[config.mk]
export PLATFORM = sky130hd
export DESIGN_NAME = eeprom_burst_splitter_flat
export DESIGN_NICKNAME = d
export VERILOG_FILES = /design/src/ebs_pkg.sv /design/src/ebs_req_if.sv /design/src/ebs_rsp_if.sv /design/src/ebs_divider.sv /design/src/ebs_chunk.sv /design/src/eeprom_burst_splitter.sv /design/src/flat_wrapper.sv
export SDC_FILE = /design/constraint.sdc
export NUM_CORES = 1
export LEC_CHECK = 0
export BUFFER_PORTS_ARGS = -buffer_cell sky130_fd_sc_hd__buf_2
export CAP_MARGIN = 30
export CORE_MARGIN = 5
export CORE_UTILIZATION = 35
export DETAILED_ROUTE_END_ITERATION = 7
export PLACE_DENSITY = 0.49
export SLEW_MARGIN = 40
export SYNTH_ARGS = -nofsm -noshare
export SYNTH_HDL_FRONTEND = slang
export SYNTH_SLANG_ARGS = --single-unit
[constraint.sdc]
create_clock -name clk -period 22.1 [get_ports clk]
set_input_delay 2.21 -clock clk [delete_from_list [all_inputs] [get_ports clk]]
set_output_delay 2.21 -clock clk [all_outputs]
set_load 0.03 [all_outputs]
[src/ebs_pkg.sv]
// ----------------------------------------------------------------------------
// ebs_pkg
// Shared widths, codes and bundle types for the EEPROM burst splitter.
// ----------------------------------------------------------------------------
`default_nettype none

package ebs_pkg;

    // Field widths of the request and result channels
    localparam int ADDR_W   = 10;
    localparam int COUNT_W  = 11;
    localparam int STATUS_W = 2;
    localparam int DEV_W    = 7;
    localparam int WORD_W   = 8;
    localparam int LEN_W    = 9;
    localparam int OFF_W    = 10;

    // Configuration port
    localparam int CFG_IDX_W  = 1;
    localparam int CFG_DATA_W = 7;
    localparam logic [CFG_IDX_W-1:0] CFG_DEVICE_READY = 1'b0;
    localparam logic [CFG_IDX_W-1:0] CFG_BASE_ADDR    = 1'b1;
    localparam logic [DEV_W-1:0]     BASE_ADDR_RESET  = 7'd80;

    // Result status codes
    localparam logic [STATUS_W-1:0] STATUS_XFER      = 2'd0;
    localparam logic [STATUS_W-1:0] STATUS_NOT_READY = 2'd1;
    localparam logic [STATUS_W-1:0] STATUS_RANGE     = 2'd2;

    // Chunk limit per request
    localparam int MAX_RESULTS = 64;
    localparam int CHUNK_CNT_W = $clog2(MAX_RESULTS);
    localparam logic [CHUNK_CNT_W-1:0] CHUNK_CNT_LAST = CHUNK_CNT_W'(MAX_RESULTS - 1);

    typedef struct packed {
        logic              start;
        logic [ADDR_W-1:0] dividend;
        logic [LEN_W-1:0]  divisor;
    } div_req_t;

    typedef struct packed {
        logic              done;
        logic [ADDR_W-1:0] quotient;
        logic [WORD_W-1:0] remainder;
    } div_rsp_t;

    typedef struct packed {
        logic                   is_write;
        logic [WORD_W-1:0]      inblock;
        logic [WORD_W-1:0]      page_off;
        logic [COUNT_W-1:0]     left;
        logic [CHUNK_CNT_W-1:0] count;
    } chunk_in_t;

    typedef struct packed {
        logic [LEN_W-1:0]  len;
        logic              last;
        logic              wrap;
        logic [WORD_W-1:0] inblock_next;
    } chunk_out_t;

endpackage

`default_nettype wire

[src/ebs_req_if.sv]
// ----------------------------------------------------------------------------
// ebs_req_if
// Request channel: opcode, start address and byte count with valid/ready.
// ----------------------------------------------------------------------------
`default_nettype none

interface ebs_req_if;
    logic                       valid;
    logic                       ready;
    logic                       opcode;
    logic [ebs_pkg::ADDR_W-1:0]  start_address;
    logic [ebs_pkg::COUNT_W-1:0] byte_count;

    modport source (output valid, output opcode, output start_address,
                    output byte_count, input ready);
    modport sink   (input valid, input opcode, input start_address,
                    input byte_count, output ready);
endinterface

`default_nettype wire

[src/ebs_rsp_if.sv]
// ----------------------------------------------------------------------------
// ebs_rsp_if
// Result channel: each result is one bus transfer or an error, valid/ready.
// ----------------------------------------------------------------------------
`default_nettype none

interface ebs_rsp_if;
    logic                        valid;
    logic                        ready;
    logic [ebs_pkg::STATUS_W-1:0] status;
    logic [ebs_pkg::DEV_W-1:0]    device_address;
    logic [ebs_pkg::WORD_W-1:0]   word_address;
    logic [ebs_pkg::LEN_W-1:0]    chunk_length;
    logic [ebs_pkg::OFF_W-1:0]    buffer_offset;
    logic                        last_chunk;

    modport source (output valid, output status, output device_address,
                    output word_address, output chunk_length,
                    output buffer_offset, output last_chunk, input ready);
    modport sink   (input valid, input status, input device_address,
                    input word_address, input chunk_length,
                    input buffer_offset, input last_chunk, output ready);
endinterface

`default_nettype wire

[src/ebs_divider.sv]
// ----------------------------------------------------------------------------
// ebs_divider
// Shared compare-and-subtract unit: takes the divisor off the dividend once
// per cycle while it fits; splits an address into block number and offset,
// or an offset into page position.
// ----------------------------------------------------------------------------
`default_nettype none

module ebs_divider (
    input  wire logic              clk,
    input  wire logic              rst_n,
    input  wire ebs_pkg::div_req_t req,
    output ebs_pkg::div_rsp_t      rsp
);
    import ebs_pkg::*;

    logic              busy_reg;
    logic              done_reg;
    logic [ADDR_W-1:0] rem_reg;
    logic [LEN_W-1:0]  dsr_reg;
    logic [ADDR_W-1:0] quot_reg;

    logic [ADDR_W-1:0] dsr_ext;
    logic              ge;

    // Check whether one more divisor fits in what is left
    assign dsr_ext = ADDR_W'(dsr_reg);
    assign ge      = rem_reg >= dsr_ext;

    // Load operands on start, then subtract once per cycle until it no longer fits
    always_ff @(posedge clk or negedge rst_n)
    begin
        if (!rst_n)
        begin
            busy_reg <= 1'b0;
            done_reg <= 1'b0;
            rem_reg  <= '0;
            dsr_reg  <= '0;
            quot_reg <= '0;
        end
        else
        begin
            done_reg <= busy_reg && !req.start && !ge;
            if (req.start)
            begin
                busy_reg <= 1'b1;
                rem_reg  <= req.dividend;
                dsr_reg  <= req.divisor;
                quot_reg <= '0;
            end
            else if (busy_reg)
            begin
                if (ge)
                begin
                    rem_reg  <= rem_reg - dsr_ext;
                    quot_reg <= quot_reg + ADDR_W'(1);
                end
                else
                begin
                    busy_reg <= 1'b0;
                end
            end
        end
    end

    assign rsp.done      = done_reg;
    assign rsp.quotient  = quot_reg;
    assign rsp.remainder = rem_reg[WORD_W-1:0];

endmodule

`default_nettype wire

[src/ebs_chunk.sv]
// ----------------------------------------------------------------------------
// ebs_chunk
// Length of the next transfer: distance to the block end, to the write page
// end for writes, clamped to the bytes left; flags the final transfer.
// ----------------------------------------------------------------------------
`default_nettype none

module ebs_chunk #(
    parameter int BLOCK_BYTES      = 256,
    parameter int WRITE_PAGE_BYTES = 16
) (
    input  wire ebs_pkg::chunk_in_t cin,
    output ebs_pkg::chunk_out_t     cout
);
    import ebs_pkg::*;

    localparam logic [LEN_W-1:0] BLOCK_LEN = LEN_W'(BLOCK_BYTES);
    localparam logic [LEN_W-1:0] PAGE_LEN  = LEN_W'(WRITE_PAGE_BYTES);

    logic [LEN_W-1:0] to_block;
    logic [LEN_W-1:0] to_page;
    logic [LEN_W-1:0] limit;
    logic [LEN_W-1:0] len;
    logic [LEN_W-1:0] sum;

    always_comb
    begin
        to_block = BLOCK_LEN - {1'b0, cin.inblock};
        to_page  = PAGE_LEN - {1'b0, cin.page_off};
        limit    = (cin.is_write && (to_page < to_block)) ? to_page : to_block;
        // Clamp to what is left of the request
        len      = ({{(COUNT_W-LEN_W){1'b0}}, limit} > cin.left) ? cin.left[LEN_W-1:0]
                                                                  : limit;
        sum      = {1'b0, cin.inblock} + len;

        cout.len          = len;
        cout.last         = ({{(COUNT_W-LEN_W){1'b0}}, len} == cin.left)
                            || (cin.count == CHUNK_CNT_LAST);
        cout.wrap         = (sum == BLOCK_LEN);
        cout.inblock_next = cout.wrap ? '0 : sum[WORD_W-1:0];
    end

endmodule

`default_nettype wire

[src/eeprom_burst_splitter.sv]
// ----------------------------------------------------------------------------
// eeprom_burst_splitter
// Splits EEPROM read/write requests into bus transfers at block and write
// page boundaries, with ready and range checks.
// ----------------------------------------------------------------------------
//  channel   dir  handshake     contents
//  req       in   valid/ready   opcode, start_address, byte_count
//  rsp       out  valid/ready   status, device_address, word_address,
//                               chunk_length, buffer_offset, last_chunk
//  cfg       in   cfg_we        cfg_index, cfg_data (no read-back)
//
//  A request is taken on its handshake; errors and zero counts finish there.
//  A read divides start by BLOCK_BYTES by repeated subtraction in the shared
//  unit, latches block and offset, then emits one chunk per cycle while the
//  output register is free; the next request is taken after the last chunk.
//  A write also divides the offset by WRITE_PAGE_BYTES for its page position.
//  A stalled result holds in the output register; chunking waits for it.
//  Reset clears control state and sets the base device address to 80.
// ----------------------------------------------------------------------------
`default_nettype none

module eeprom_burst_splitter #(
    parameter int MEMORY_BYTES     = 1024,
    parameter int BLOCK_BYTES      = 256,
    parameter int WRITE_PAGE_BYTES = 16
) (
    input  wire logic                       clk,
    input  wire logic                       rst_n,
    ebs_req_if.sink                         req,
    ebs_rsp_if.source                       rsp,
    input  wire logic                       cfg_we,
    input  wire logic [ebs_pkg::CFG_IDX_W-1:0]  cfg_index,
    input  wire logic [ebs_pkg::CFG_DATA_W-1:0] cfg_data
);
    import ebs_pkg::*;

    localparam int SUM_W = ADDR_W + 2;
    localparam int MEM_W = $clog2(MEMORY_BYTES + 1);
    localparam int CMP_W = (MEM_W > SUM_W) ? MEM_W : SUM_W;
    localparam logic [CMP_W-1:0] MEM_LIMIT = CMP_W'(MEMORY_BYTES);
    localparam logic [LEN_W-1:0] BLOCK_LEN = LEN_W'(BLOCK_BYTES);
    localparam logic [LEN_W-1:0] PAGE_LEN  = LEN_W'(WRITE_PAGE_BYTES);

    typedef enum logic [1:0] {
        ST_IDLE,
        ST_DIV_BLK,
        ST_DIV_PG,
        ST_EMIT
    } state_t;

    state_t                 state_reg;
    logic                   dev_ready_reg;
    logic [DEV_W-1:0]       base_reg;
    logic                   is_write_reg;
    logic [COUNT_W-1:0]     left_reg;
    logic [OFF_W-1:0]       off_reg;
    logic [DEV_W-1:0]       blk_reg;
    logic [WORD_W-1:0]      inblk_reg;
    logic [WORD_W-1:0]      pgoff_reg;
    logic [CHUNK_CNT_W-1:0] n_reg;

    logic                   rsp_vld_reg;
    logic [STATUS_W-1:0]    status_reg;
    logic [DEV_W-1:0]       dev_reg;
    logic [WORD_W-1:0]      word_reg;
    logic [LEN_W-1:0]       len_reg;
    logic [OFF_W-1:0]       boff_reg;
    logic                   last_reg;

    logic                   slot_free;
    logic                   accept;
    logic                   go;
    logic                   rsp_load;
    logic [CMP_W-1:0]       end_addr;
    div_req_t               div_req;
    div_rsp_t               div_rsp;
    chunk_in_t              cin;
    chunk_out_t             cout;

    assign slot_free = !rsp_vld_reg || rsp.ready;
    assign req.ready = (state_reg == ST_IDLE) && slot_free;
    assign accept    = req.valid && req.ready;
    assign end_addr  = CMP_W'(req.start_address) + CMP_W'(req.byte_count);
    // Request that passes every check and starts splitting
    assign go        = accept && (req.byte_count != '0) && dev_ready_reg
                       && (end_addr <= MEM_LIMIT);
    // Output register takes an error result or the next chunk
    assign rsp_load  = (accept && (req.byte_count != '0) && !go)
                       || ((state_reg == ST_EMIT) && slot_free);

    // Drive the shared divider: block split first, page position after for writes
    always_comb
    begin
        div_req.start    = go || ((state_reg == ST_DIV_BLK) && div_rsp.done && is_write_reg);
        div_req.dividend = (state_reg == ST_IDLE) ? req.start_address
                                                  : ADDR_W'(div_rsp.remainder);
        div_req.divisor  = (state_reg == ST_IDLE) ? BLOCK_LEN : PAGE_LEN;
    end

    ebs_divider u_div (
        .clk   (clk),
        .rst_n (rst_n),
        .req   (div_req),
        .rsp   (div_rsp)
    );

    always_comb
    begin
        cin.is_write = is_write_reg;
        cin.inblock  = inblk_reg;
        cin.page_off = pgoff_reg;
        cin.left     = left_reg;
        cin.count    = n_reg;
    end

    ebs_chunk #(
        .BLOCK_BYTES      (BLOCK_BYTES),
        .WRITE_PAGE_BYTES (WRITE_PAGE_BYTES)
    ) u_chunk (
        .cin  (cin),
        .cout (cout)
    );

    // Sequencer, configuration and output register
    always_ff @(posedge clk or negedge rst_n)
    begin
        if (!rst_n)
        begin
            state_reg     <= ST_IDLE;
            dev_ready_reg <= 1'b0;
            base_reg      <= BASE_ADDR_RESET;
            rsp_vld_reg   <= 1'b0;
            is_write_reg  <= 1'b0;
            left_reg      <= '0;
            off_reg       <= '0;
            blk_reg       <= '0;
            inblk_reg     <= '0;
            pgoff_reg     <= '0;
            n_reg         <= '0;
            status_reg    <= STATUS_XFER;
            dev_reg       <= '0;
            word_reg      <= '0;
            len_reg       <= '0;
            boff_reg      <= '0;
            last_reg      <= 1'b0;
        end
        else
        begin
            if (cfg_we)
            begin
                unique case (cfg_index)
                    CFG_DEVICE_READY: dev_ready_reg <= cfg_data[0];
                    CFG_BASE_ADDR:    base_reg      <= cfg_data;
                    default:          ;
                endcase
            end

            // Load a new result, or drop the current one once taken
            if (rsp_load)
            begin
                rsp_vld_reg <= 1'b1;
            end
            else if (rsp.ready)
            begin
                rsp_vld_reg <= 1'b0;
            end

            unique case (state_reg)
                ST_IDLE:
                begin
                    if (accept && (req.byte_count != '0) && !go)
                    begin
                        status_reg  <= dev_ready_reg ? STATUS_RANGE : STATUS_NOT_READY;
                        dev_reg     <= '0;
                        word_reg    <= '0;
                        len_reg     <= '0;
                        boff_reg    <= '0;
                        last_reg    <= 1'b1;
                    end
                    if (go)
                    begin
                        is_write_reg <= req.opcode;
                        left_reg     <= req.byte_count;
                        off_reg      <= '0;
                        n_reg        <= '0;
                        state_reg    <= ST_DIV_BLK;
                    end
                end
                ST_DIV_BLK:
                begin
                    if (div_rsp.done)
                    begin
                        blk_reg   <= div_rsp.quotient[DEV_W-1:0];
                        inblk_reg <= div_rsp.remainder;
                        pgoff_reg <= '0;
                        state_reg <= is_write_reg ? ST_DIV_PG : ST_EMIT;
                    end
                end
                ST_DIV_PG:
                begin
                    if (div_rsp.done)
                    begin
                        pgoff_reg <= div_rsp.remainder;
                        state_reg <= ST_EMIT;
                    end
                end
                ST_EMIT:
                begin
                    // Emit one chunk whenever the output register frees up
                    if (slot_free)
                    begin
                        status_reg  <= STATUS_XFER;
                        dev_reg     <= base_reg + blk_reg;
                        word_reg    <= inblk_reg;
                        len_reg     <= cout.len;
                        boff_reg    <= off_reg;
                        last_reg    <= cout.last;

                        left_reg    <= left_reg - COUNT_W'(cout.len);
                        off_reg     <= off_reg + OFF_W'(cout.len);
                        n_reg       <= n_reg + 1'b1;
                        inblk_reg   <= cout.inblock_next;
                        blk_reg     <= blk_reg + DEV_W'(cout.wrap);
                        pgoff_reg   <= '0;
                        if (cout.last)
                        begin
                            state_reg <= ST_IDLE;
                        end
                    end
                end
                default:
                begin
                    state_reg <= ST_IDLE;
                end
            endcase
        end
    end

    assign rsp.valid          = rsp_vld_reg;
    assign rsp.status         = status_reg;
    assign rsp.device_address = dev_reg;
    assign rsp.word_address   = word_reg;
    assign rsp.chunk_length   = len_reg;
    assign rsp.buffer_offset  = boff_reg;
    assign rsp.last_chunk     = last_reg;

    // A chunk is never empty and never takes more bytes than are left
    a_len_fits: assert property (@(posedge clk) disable iff (!rst_n)
        (state_reg == ST_EMIT) |-> ({2'b0, cout.len} <= left_reg) && (cout.len != '0))
        else $error("chunk length exceeds remaining bytes or is zero");

    // A transfer never crosses the end of its block
    a_in_block: assert property (@(posedge clk) disable iff (!rst_n)
        (rsp_vld_reg && (status_reg == STATUS_XFER))
        |-> ({1'b0, word_reg} + len_reg <= BLOCK_LEN))
        else $error("transfer crosses a block boundary");

    // The divider reports only while the sequencer waits on it
    a_div_done: assert property (@(posedge clk) disable iff (!rst_n)
        div_rsp.done |-> ((state_reg == ST_DIV_BLK) || (state_reg == ST_DIV_PG)))
        else $error("divider result outside a divide phase");

    // Error results always close their request
    a_err_last: assert property (@(posedge clk) disable iff (!rst_n)
        (rsp_vld_reg && (status_reg != STATUS_XFER)) |-> last_reg && (len_reg == '0))
        else $error("error result not marked final");

endmodule

`default_nettype wire
[src/flat_wrapper.sv]
// flat-port wrapper written by rule: the top's interface ports become plain ports
module eeprom_burst_splitter_flat import ebs_pkg::*;
#(
    parameter int MEMORY_BYTES     = 1024,
    parameter int BLOCK_BYTES      = 256,
    parameter int WRITE_PAGE_BYTES = 16
)
  (clk, rst_n, cfg_we, cfg_index, cfg_data, req_valid, req_opcode, req_start_address, req_byte_count, req_ready, rsp_valid, rsp_status, rsp_device_address, rsp_word_address, rsp_chunk_length, rsp_buffer_offset, rsp_last_chunk, rsp_ready);
  ebs_req_if req_i ();
  ebs_rsp_if rsp_i ();
  input  wire logic clk;
  input  wire logic rst_n;
  input  wire logic cfg_we;
  input  wire logic [ebs_pkg::CFG_IDX_W-1:0] cfg_index;
  input  wire logic [ebs_pkg::CFG_DATA_W-1:0] cfg_data;
  input wire logic [$bits(req_i.valid)-1:0] req_valid;
  input wire logic [$bits(req_i.opcode)-1:0] req_opcode;
  input wire logic [$bits(req_i.start_address)-1:0] req_start_address;
  input wire logic [$bits(req_i.byte_count)-1:0] req_byte_count;
  output wire logic [$bits(req_i.ready)-1:0] req_ready;
  output wire logic [$bits(rsp_i.valid)-1:0] rsp_valid;
  output wire logic [$bits(rsp_i.status)-1:0] rsp_status;
  output wire logic [$bits(rsp_i.device_address)-1:0] rsp_device_address;
  output wire logic [$bits(rsp_i.word_address)-1:0] rsp_word_address;
  output wire logic [$bits(rsp_i.chunk_length)-1:0] rsp_chunk_length;
  output wire logic [$bits(rsp_i.buffer_offset)-1:0] rsp_buffer_offset;
  output wire logic [$bits(rsp_i.last_chunk)-1:0] rsp_last_chunk;
  input wire logic [$bits(rsp_i.ready)-1:0] rsp_ready;
  assign req_i.valid = req_valid;
  assign req_i.opcode = req_opcode;
  assign req_i.start_address = req_start_address;
  assign req_i.byte_count = req_byte_count;
  assign req_ready = req_i.ready;
  assign rsp_valid = rsp_i.valid;
  assign rsp_status = rsp_i.status;
  assign rsp_device_address = rsp_i.device_address;
  assign rsp_word_address = rsp_i.word_address;
  assign rsp_chunk_length = rsp_i.chunk_length;
  assign rsp_buffer_offset = rsp_i.buffer_offset;
  assign rsp_last_chunk = rsp_i.last_chunk;
  assign rsp_i.ready = rsp_ready;
  eeprom_burst_splitter #(.MEMORY_BYTES(MEMORY_BYTES), .BLOCK_BYTES(BLOCK_BYTES), .WRITE_PAGE_BYTES(WRITE_PAGE_BYTES)) u_core (.clk(clk), .rst_n(rst_n), .req(req_i), .rsp(rsp_i), .cfg_we(cfg_we), .cfg_index(cfg_index), .cfg_data(cfg_data));
endmodule
* Word level (Yosys, flattened, before mapping)
Index checks and enable logic that the tools add are counted.
Word-level totals: input port bits 35, output and inout port bits 39, word-level logic and storage cells 150, flip-flop bits (word level) 130
Cells by class: reduce and logical (&&, ||, !) cells 38, $add $sub $neg 11, multiplexer cells 60, bitwise gates (word level) 1, order comparisons 4, equality and inequality tests 13
Operator list (number):
- 10-bit 2-to-1 mux | 11
- 8-bit 2-to-1 mux | 7
- 9-bit 2-to-1 mux | 5
- 10-bit one-hot mux with 2 select lines | 2
- 8-bit one-hot mux with 2 select lines | 2
- 7-bit 2-to-1 mux | 4
- 7-bit one-hot mux with 2 select lines | 2
- 8-bit one-hot mux with 3 select lines | 1
- 11-bit 2-to-1 mux | 2
- 11-bit one-hot mux with 2 select lines | 1
- 9-bit one-hot mux with 2 select lines | 1
- 2-bit 2-to-1 mux | 8
- 10-bit by 11-bit adder with 12-bit output | 1
- 12-bit by 11-bit less-or-equal comparator with 1-bit output (second input constant) | 1
- 1-bit logical AND | 12
- 6-bit 2-to-1 mux | 2
- 6-bit one-hot mux with 2 select lines | 1
- 3-bit AND reduction | 4
- 9-bit by 11-bit == test with 1-bit output | 1
- 9-bit by 11-bit > comparator with 1-bit output | 1
- 11-bit nonzero test | 1
- 11-bit by 9-bit subtractor with 11-bit output | 1
- 10-bit by 1-bit adder with 10-bit output (second input constant) | 1
- 10-bit by 9-bit adder with 10-bit output | 1
- other kinds (28) | 54

* Longest topological paths before layout
Gate-level depths: netlist (run 1).
depth after elaboration 11, gate-level depth with buffers 38, mapped depth without buffers 36

* Modules after synthesis
A second synthesis (run 1) with hierarchy kept.
Unflattened totals: cells, all modules 1009, area total of the unflattened synthesis 9243.9 um^2
Modules (own cells, without submodules):
- eeprom_burst_splitter | instances 1, area each 5818.1 um^2, cells each 592, sequential area each 2479.9 um^2
- ebs_divider | instances 1, area each 1934.4 um^2, cells each 218, sequential area each 775.7 um^2
- ebs_chunk | instances 1, area each 1491.4 um^2, cells each 199, sequential area each 0.0 um^2

* Least setup slack after synthesis (run 1)
OpenSTA, ideal clock, no wires.
kind flip-flop to flip-flop, from reg u_core.inblk_reg[5], to reg u_core.blk_reg[6], required time 21.963 ns, cell stages (with the launch flop) 34, setup time 0.137 ns, setup slack 15.196 ns, data arrival time 6.767 ns, period minus slack after synthesis 6.904 ns, path buffers 2, cell sequence dfrtp_1 > or4_1 > nor4_1 > xnor2_1 > inv_1 > ha_1 > a21o_1 > a211oi_1 > o211ai_1 > buf_1 > mux2_2 > ha_1 > nor2b_1 > o21a_1 > o21a_1 > o311a_1 > clkbuf_1 > mux2_2 > ha_1 > a21o_1 > a21oi_1 > o21bai_1 > a21oi_1 > nor2b_1 > o21ai_0 > nand2b_1 > xnor2_1 > and3_1 > ha_1 > ha_1 > and3_1 > and3_1 > o21ai_0 > a21oi_1
Between the ends: longest elaborated chain between the ends 11
Ends and longest elaborated chain:
- start, declared | line eeprom_burst_splitter.sv:58 | logic [WORD_W-1:0] inblk_reg;
- start signal, assigned | line eeprom_burst_splitter.sv:194 | inblk_reg <= div_rsp.remainder;
- start signal, assigned | line eeprom_burst_splitter.sv:222 | inblk_reg <= cout.inblock_next;
- 9-bit by 8-bit subtractor with 9-bit output | line ebs_chunk.sv:28 | to_block = BLOCK_LEN - {1'b0, cin.inblock};
- 9-bit < comparator | line ebs_chunk.sv:30 | limit = (cin.is_write && (to_page < to_block)) ? to_page : to_block;
- 1-bit logical AND | line ebs_chunk.sv:30
- 9-bit 2-to-1 mux | line ebs_chunk.sv:30
- 9-bit by 11-bit > comparator with 1-bit output | line ebs_chunk.sv:32 | len = ({{(COUNT_W-LEN_W){1'b0}}, limit} > cin.left) ? cin.left[LEN_W-1:0]
- 9-bit 2-to-1 mux | line ebs_chunk.sv:32
- 8-bit by 9-bit adder with 9-bit output (*) | line ebs_chunk.sv:34 | sum = {1'b0, cin.inblock} + len;
- 9-bit == test (*) | line ebs_chunk.sv:39 | cout.wrap = (sum == BLOCK_LEN);
- 7-bit by 1-bit adder with 7-bit output (*) | line eeprom_burst_splitter.sv:223 | blk_reg <= blk_reg + DEV_W'(cout.wrap);
- 7-bit 2-to-1 mux (*) | line eeprom_burst_splitter.sv:210 | if (slot_free)
- 7-bit one-hot mux with 2 select lines (*) | line eeprom_burst_splitter.sv:168 | unique case (state_reg)
- end signal, assigned | line eeprom_burst_splitter.sv:193 | blk_reg <= div_rsp.quotient[DEV_W-1:0];
- end signal, assigned | line eeprom_burst_splitter.sv:223
- end, declared | line eeprom_burst_splitter.sv:57 | logic [DEV_W-1:0] blk_reg;
Mark *: on every way between the ends. The rest lies on a longest branch, timed or not. The select of a mux whose other input is x is not followed. A chain may end at the register's enable or synchronous reset.

* Worst setup path in the final report (run 1)
Same ends and word-level chain as after synthesis.

==> reports/results.ini, run 1 <==
[placed_design]
place_congestion=0.8857
portBuffers=73
hpwlAfterDp_microns=17000

[synth]
ys_types=65
syn_avg_cell_area_sq_um=9.325
yosysWarnings=0
synth_seq_cells=120
syn_nets=1004
synth_cells=890
yosys_most_used_dff=dfrtp_1
syn-cell-area_sq_um=8299
synthArstFlopShare_pct=100.0
synth_edf_count=0
ys_seq_area_share_pct=36.21

[sta]
setup_tns_ns=0
timing.final.crit_share_pct=34.10
finalSetupViolations=0
worst_pin_slew_ns=0.7872
skew_ns=0.01112
max_freq_ghz=0.1327
rsz0062_at_grt=no
finalMaxSlewViolations=0
fin_crit_ns=7.537
max_slew_margin_pct=47.46
hold_viol_final=0

[global_route]
grt-ovfl-total=0
busiest_layer=met2
gr-usage-met2_pct=28.71
use_met1_pct=24.84
grt_pass1_vias=6648
grt_max_degree=78
gr-usage-met3_pct=2.459
grt.total_usage_pct=17.56
antenna_found_initial=0
grt_pass1_wl_microns=37270

[finish]
post-route-util_pct=41.25
drive_gt1_share_pct=16.46
nets=1067
largest_reg_flops=11
diodes=0
area_growth_syn_to_layout_pct=16.31
fillers=2339

[die]
core_area_sq_um=23400
io_pins=74
initial_core_util_pct=35.46
die_area_sq_um=26890
row_count=56
die_x_microns=164.0
die_y_microns=164.0

[clock_network]
cts_resized=0
ctsHoldBuffers=0
clock_latency_ns=0.42
cts_buffer_depth=2
cts_buffers=17
cts-root-buf=clkbuf_16
clock_sink_count=120
cts_setup_buffers=0
cts.htree.levels=4
tritoncts=yes
path_clk_slew_ns=0.06

[routing]
drtAntennaViolNets=0
drcViolationCount=0
avgRoutedWirePerCell_microns=17.81
routed_via_density=5.206
first_pass_iters=4
drt_iter0_drc=507
vias=6690
drt_wl_total_microns=22880

[critical_path]
worst-path-buf-inv=2
rr_worst_depth=32
path_class=flip-flop to flip-flop
cp-start-kind=flip-flop
cp_num_cells=32
critPathMaxFanout=9
cp.arrival_ns=7.81
crit_family=simple AND/OR/NAND/NOR gates
end_kind=flip-flop
critical_path.most_common_cell=ha_1
cp.required_ns=22.38
critPathMaxStageDelay_ns=0.59
crit_path_top_delay_cell=or4_1

[run_status]
status=finished, final reports clean

[hold_path]
hold_depth=1
hold_path_class=flip-flop to flip-flop

[job]
drv_cap=0

worst reg2reg max path: cells and delay by family, from the launching register on:
kind	cells	cell delay [ns]
fa+ha+maj	6	1.65
compound gates	9	1.71
mux	2	0.55
flops	1	0.45
simple gates	11	2.42
xor+xnor	2	0.27
buf+inv	2	0.32
final timing paths:
kind / startpoint / to / slack [ns]
setup / recovery: u_core.inblk_reg[5]$_DFFE_PN0P_ / u_core.blk_reg[6]$_DFFE_PN0P_ / 14.56
hold / removal: u_core.rsp.chunk_length[2]$_DFFE_PN0P_ / u_core.rsp.chunk_length[2]$_DFFE_PN0P_ / 0.48
setup reg to reg: u_core.inblk_reg[5]$_DFFE_PN0P_ / u_core.blk_reg[6]$_DFFE_PN0P_ / 14.56
hold reg to reg: u_core.rsp.chunk_length[2]$_DFFE_PN0P_ / u_core.rsp.chunk_length[2]$_DFFE_PN0P_ / 0.48
max in group asynchronous: rst_n / u_core.rsp.chunk_length[8]$_DFFE_PN0P_ / 19.33
min in group asynchronous: rst_n / u_core.left_reg[1]$_DFFE_PN0P_ / 1.78
final cells by class:
class | instances | area, sq um | share of cell area (%)
multi-input combinational | 664 | 4876 | 50.51
clock buffer | 18 | 429.2 | 4.446
clock inverter | 14 | 173.9 | 1.802
tap | 319 | 399.1 | 4.135
timing repair buffer | 84 | 521.8 | 5.405
sequential | 120 | 3005 | 31.13
inverter | 66 | 247.7 | 2.566
synth_stat cells (3+ instances only):
cell,n,area [sq um]
inv_1,66,247.7
o22ai_1,5,31.28
xnor2_1,29,254.0
or3_1,7,43.79
nor4b_1,3,26.28
nand2b_1,7,43.79
o21ai_0,68,340.3
o21bai_1,3,22.52
a21o_1,18,135.1
mux2_2,22,247.7
o2bb2ai_1,35,306.5
or4_1,3,22.52
buf_6,4,45.04
nor3_1,11,55.05
buf_2,7,35.03
dfrtp_1,118,2953
a211oi_1,5,37.54
xor2_1,18,157.7
nor2_1,47,176.4
a22o_1,6,52.55
nand3_1,67,335.3
a21oi_1,47,235.2
and3_1,10,62.56
nand2_1,51,191.4
nor2b_1,11,68.82
o41ai_1,3,26.28
nand4_1,8,50.05
o21a_1,7,52.55
o211ai_1,9,67.56
clkbuf_1,26,97.59
mux2i_1,31,310.3
ha_1,74,925.9
o31ai_1,9,67.56
fa_1,5,100.1
nor4_1,8,50.05
buf_1,3,11.26
metrics by stage:
| stage | setup WS [ns] | instance area (sq um) | std cells | hold slack [ns] |
|---|---|---|---|---|
| 2_1_floorplan | 15.20 | 8299 | 890 | 0.4704 |
| 3_3_place_gp | 14.48 | 8921 | 1246 | 0.4702 |
| 3_5_place_dp | 14.55 | 9044 | 1253 | 0.4682 |
| 4_1_cts | 14.53 | 9647 | 1285 | 0.4871 |
| 5_1_grt | 13.94 | 9653 | 1285 | 0.5078 |
| 6_report | 14.56 | 9653 | 1285 | 0.4813 |
logic make-up after synthesis:
group	Yosys count	synth area share (%)
and+or+nand+nor	243	14.50
AOI/OAI and AO/OA	242	19.98
DFF	120	36.21
buffers and inverters	106	5.261
adders and majority gates	79	12.36
muxes	53	6.724
xor gates and xnor gates	47	4.960
layout by cell type, fill, tap and decap left out, types with 5 or more instances in the layout:
| cell type | n |
|---|---|
| o31ai_1 | 9 |
| nor3_1 | 11 |
| xnor2_1 | 29 |
| a211oi_1 | 5 |
| a21o_1 | 18 |
| nand3_1 | 67 |
| buf_2 | 73 |
| nor2_1 | 46 |
| or3_1 | 7 |
| nand2b_1 | 6 |
| clkbuf_16 | 17 |
| o2bb2ai_1 | 35 |
| a21oi_1 | 46 |
| nor2b_1 | 11 |
| ha_1 | 73 |
| o21a_1 | 7 |
| nor4_1 | 8 |
| a22o_1 | 6 |
| fa_1 | 5 |
| mux2i_1 | 31 |
| xor2_1 | 18 |
| mux2_2 | 22 |
| nand4_1 | 8 |
| o21ai_0 | 68 |
| nand2_1 | 51 |
| o211ai_1 | 9 |
| o22ai_1 | 5 |
| clkinv_4 | 5 |
| dfrtp_1 | 118 |
| and3_1 | 10 |
| inv_1 | 66 |
routing by layer:
layer,wire length [microns],vias to the layer above
met1,11280,3236
met4,124,0
met2,10980,88
li1,-,3354
met5,0,-
met3,499,12
Power of run 1 is not shown: default switching activity piles up to over one toggle a cycle in this logic, so the estimate is an artifact.
==> run 2: changes to the inputs <==
Clock period 22.1 ns to 7.9 ns, I/O delays scaled along.
==> reports/results.ini, run 2 (same netlist as run 1, synthesis figures left out) <==
[routing]
vias=6694
routed_via_density=5.193
avgRoutedWirePerCell_microns=17.97
drtAntennaViolNets=0
drcViolationCount=0
first_pass_iters=4
drt_iter0_drc=292
drt_wl_total_microns=23160

[finish]
multi_input_area_sq_um=4876
layout_common_cells=dfrtp_1, ha_1, buf_2
largest_reg_flops=11
nets=1071
diodes=0
area_growth_syn_to_layout_pct=16.42
fillers=2381
seqCellArea_sq_um=3005
drive_gt1_share_pct=16.80
final_common_cell=dfrtp_1

[critical_path]
critPathMaxStageDelay_ns=0.59
end_kind=flip-flop
critical_path.most_common_cell=ha_1
cp-start-kind=flip-flop
path_class=flip-flop to flip-flop
crit_path_top_delay_cell=or4_1
cp.arrival_ns=7.67
critPathMaxFanout=9
cp.required_ns=8.17

[sta]
finalSetupViolations=0
setup_tns_ns=0
finalMaxSlewViolations=0
fin_crit_ns=7.395
timing.final.crit_share_pct=93.60
rsz0062_at_grt=no
skew_ns=0.02234
max_freq_ghz=0.1352
max_slew_margin_pct=47.48
worst_pin_slew_ns=0.7829
hold_viol_final=0

[clock_network]
cts-root-buf=clkbuf_16
clock_sink_count=120
cts_buffers=17
cts.htree.levels=4
path_clk_slew_ns=0.06
tritoncts=yes
ctsHoldBuffers=0
clock_latency_ns=0.42
cts_buffer_depth=2

[die]
die_y_microns=164.0
die_x_microns=164.0
die_area_sq_um=26890
row_count=56
core_area_sq_um=23400
io_pins=74
initial_core_util_pct=35.46

[placed_design]
portBuffers=73
place_congestion=0.8642
hpwlAfterDp_microns=17190

[global_route]
grt_pass1_vias=6791
antenna_found_initial=0
grt-ovfl-total=0
grt_pass1_wl_microns=37630
grt_max_degree=78
grt.total_usage_pct=17.80

[job]
drv_cap=0

[run_status]
status=finished, final reports clean

[hold_path]
hold_path_class=input pin to async pin

run 2: cell types whose count changed in the layout (fill, tap and decap cells not counted), sizes merged:
cell | previous run | this run
inv | 68 | 67
bufinv | 3 | 2
clkinvlp | 1 | 3
buf | 84 | 88
run 2: repair_timing:
item / in CTS / in global routing
buffers inserted: 0 / 3
setup endpoints to repair: 0 / 1
gates resized for setup: 0 / 0
run 2: cell type report:
cell class	count	share of cell area, %
Timing Repair Buffer	88	5.737
Clock inverter	14	1.554
Sequential cell	120	31.11
Inverter	66	2.564
Clock buffer	18	4.442
Tap cell	319	4.131
Multi-Input combinational cell	664	50.47
run 2: metrics by stage:
step / cell area [sq um] / hold WS (ns) / util, % / instances / setup WS (ns)
2_1_floorplan: 8299 / 0.4704 / - / 890 / 0.9958
3_3_place_gp: 8936 / 0.4695 / 38.18 / 1248 / 0.5674
3_5_place_dp: 9054 / 0.4688 / 38.69 / 1254 / 0.5156
4_1_cts: 9633 / 0.4645 / 41.16 / 1286 / 0.4771
5_1_grt: 9662 / 0.3567 / 41.29 / 1289 / 0.004786
6_report: 9662 / 0.3136 / 41.29 / 1289 / 0.5053
run 2: path summary, 6_finish.rpt:
check / startpoint / cells after the start / slack (ns) / to
setup / recovery: u_core.inblk_reg[5]$_DFFE_PN0P_ / 32 / 0.51 / u_core.blk_reg[6]$_DFFE_PN0P_
hold / removal: rst_n / 1 / 0.31 / u_core.left_reg[1]$_DFFE_PN0P_
setup reg to reg: u_core.inblk_reg[5]$_DFFE_PN0P_ / 32 / 0.51 / u_core.blk_reg[6]$_DFFE_PN0P_
hold reg to reg: u_core.rsp.word_address[4]$_DFFE_PN0P_ / 1 / 0.48 / u_core.rsp.word_address[4]$_DFFE_PN0P_
max in group asynchronous: rst_n / 2 / 6.57 / u_core.u_div.quot_reg[2]$_DFFE_PN0P_
min in group clk: u_core.rsp.word_address[4]$_DFFE_PN0P_ / 1 / 0.48 / u_core.rsp.word_address[4]$_DFFE_PN0P_
run 2: routing by layer:
metal	GRT usage [%]	routed length [microns]	vias up
li1	-	-	3363
met1	24.96	11410	3240
met2	28.71	10920	72
met3	3.011	465	19
met4	4.422	357	0
met5	0	0	-
run 2: worst max-delay path, delay by kind of cell (launching register included):
kind,cells,cell delay (ns)
compound gates,9,1.69
xor+xnor,2,0.28
fa+ha+maj,6,1.65
buf+inv,2,0.27
flops,1,0.44
mux,2,0.56
simple gates,11,2.37
Power of run 2 is left out for the same reason.
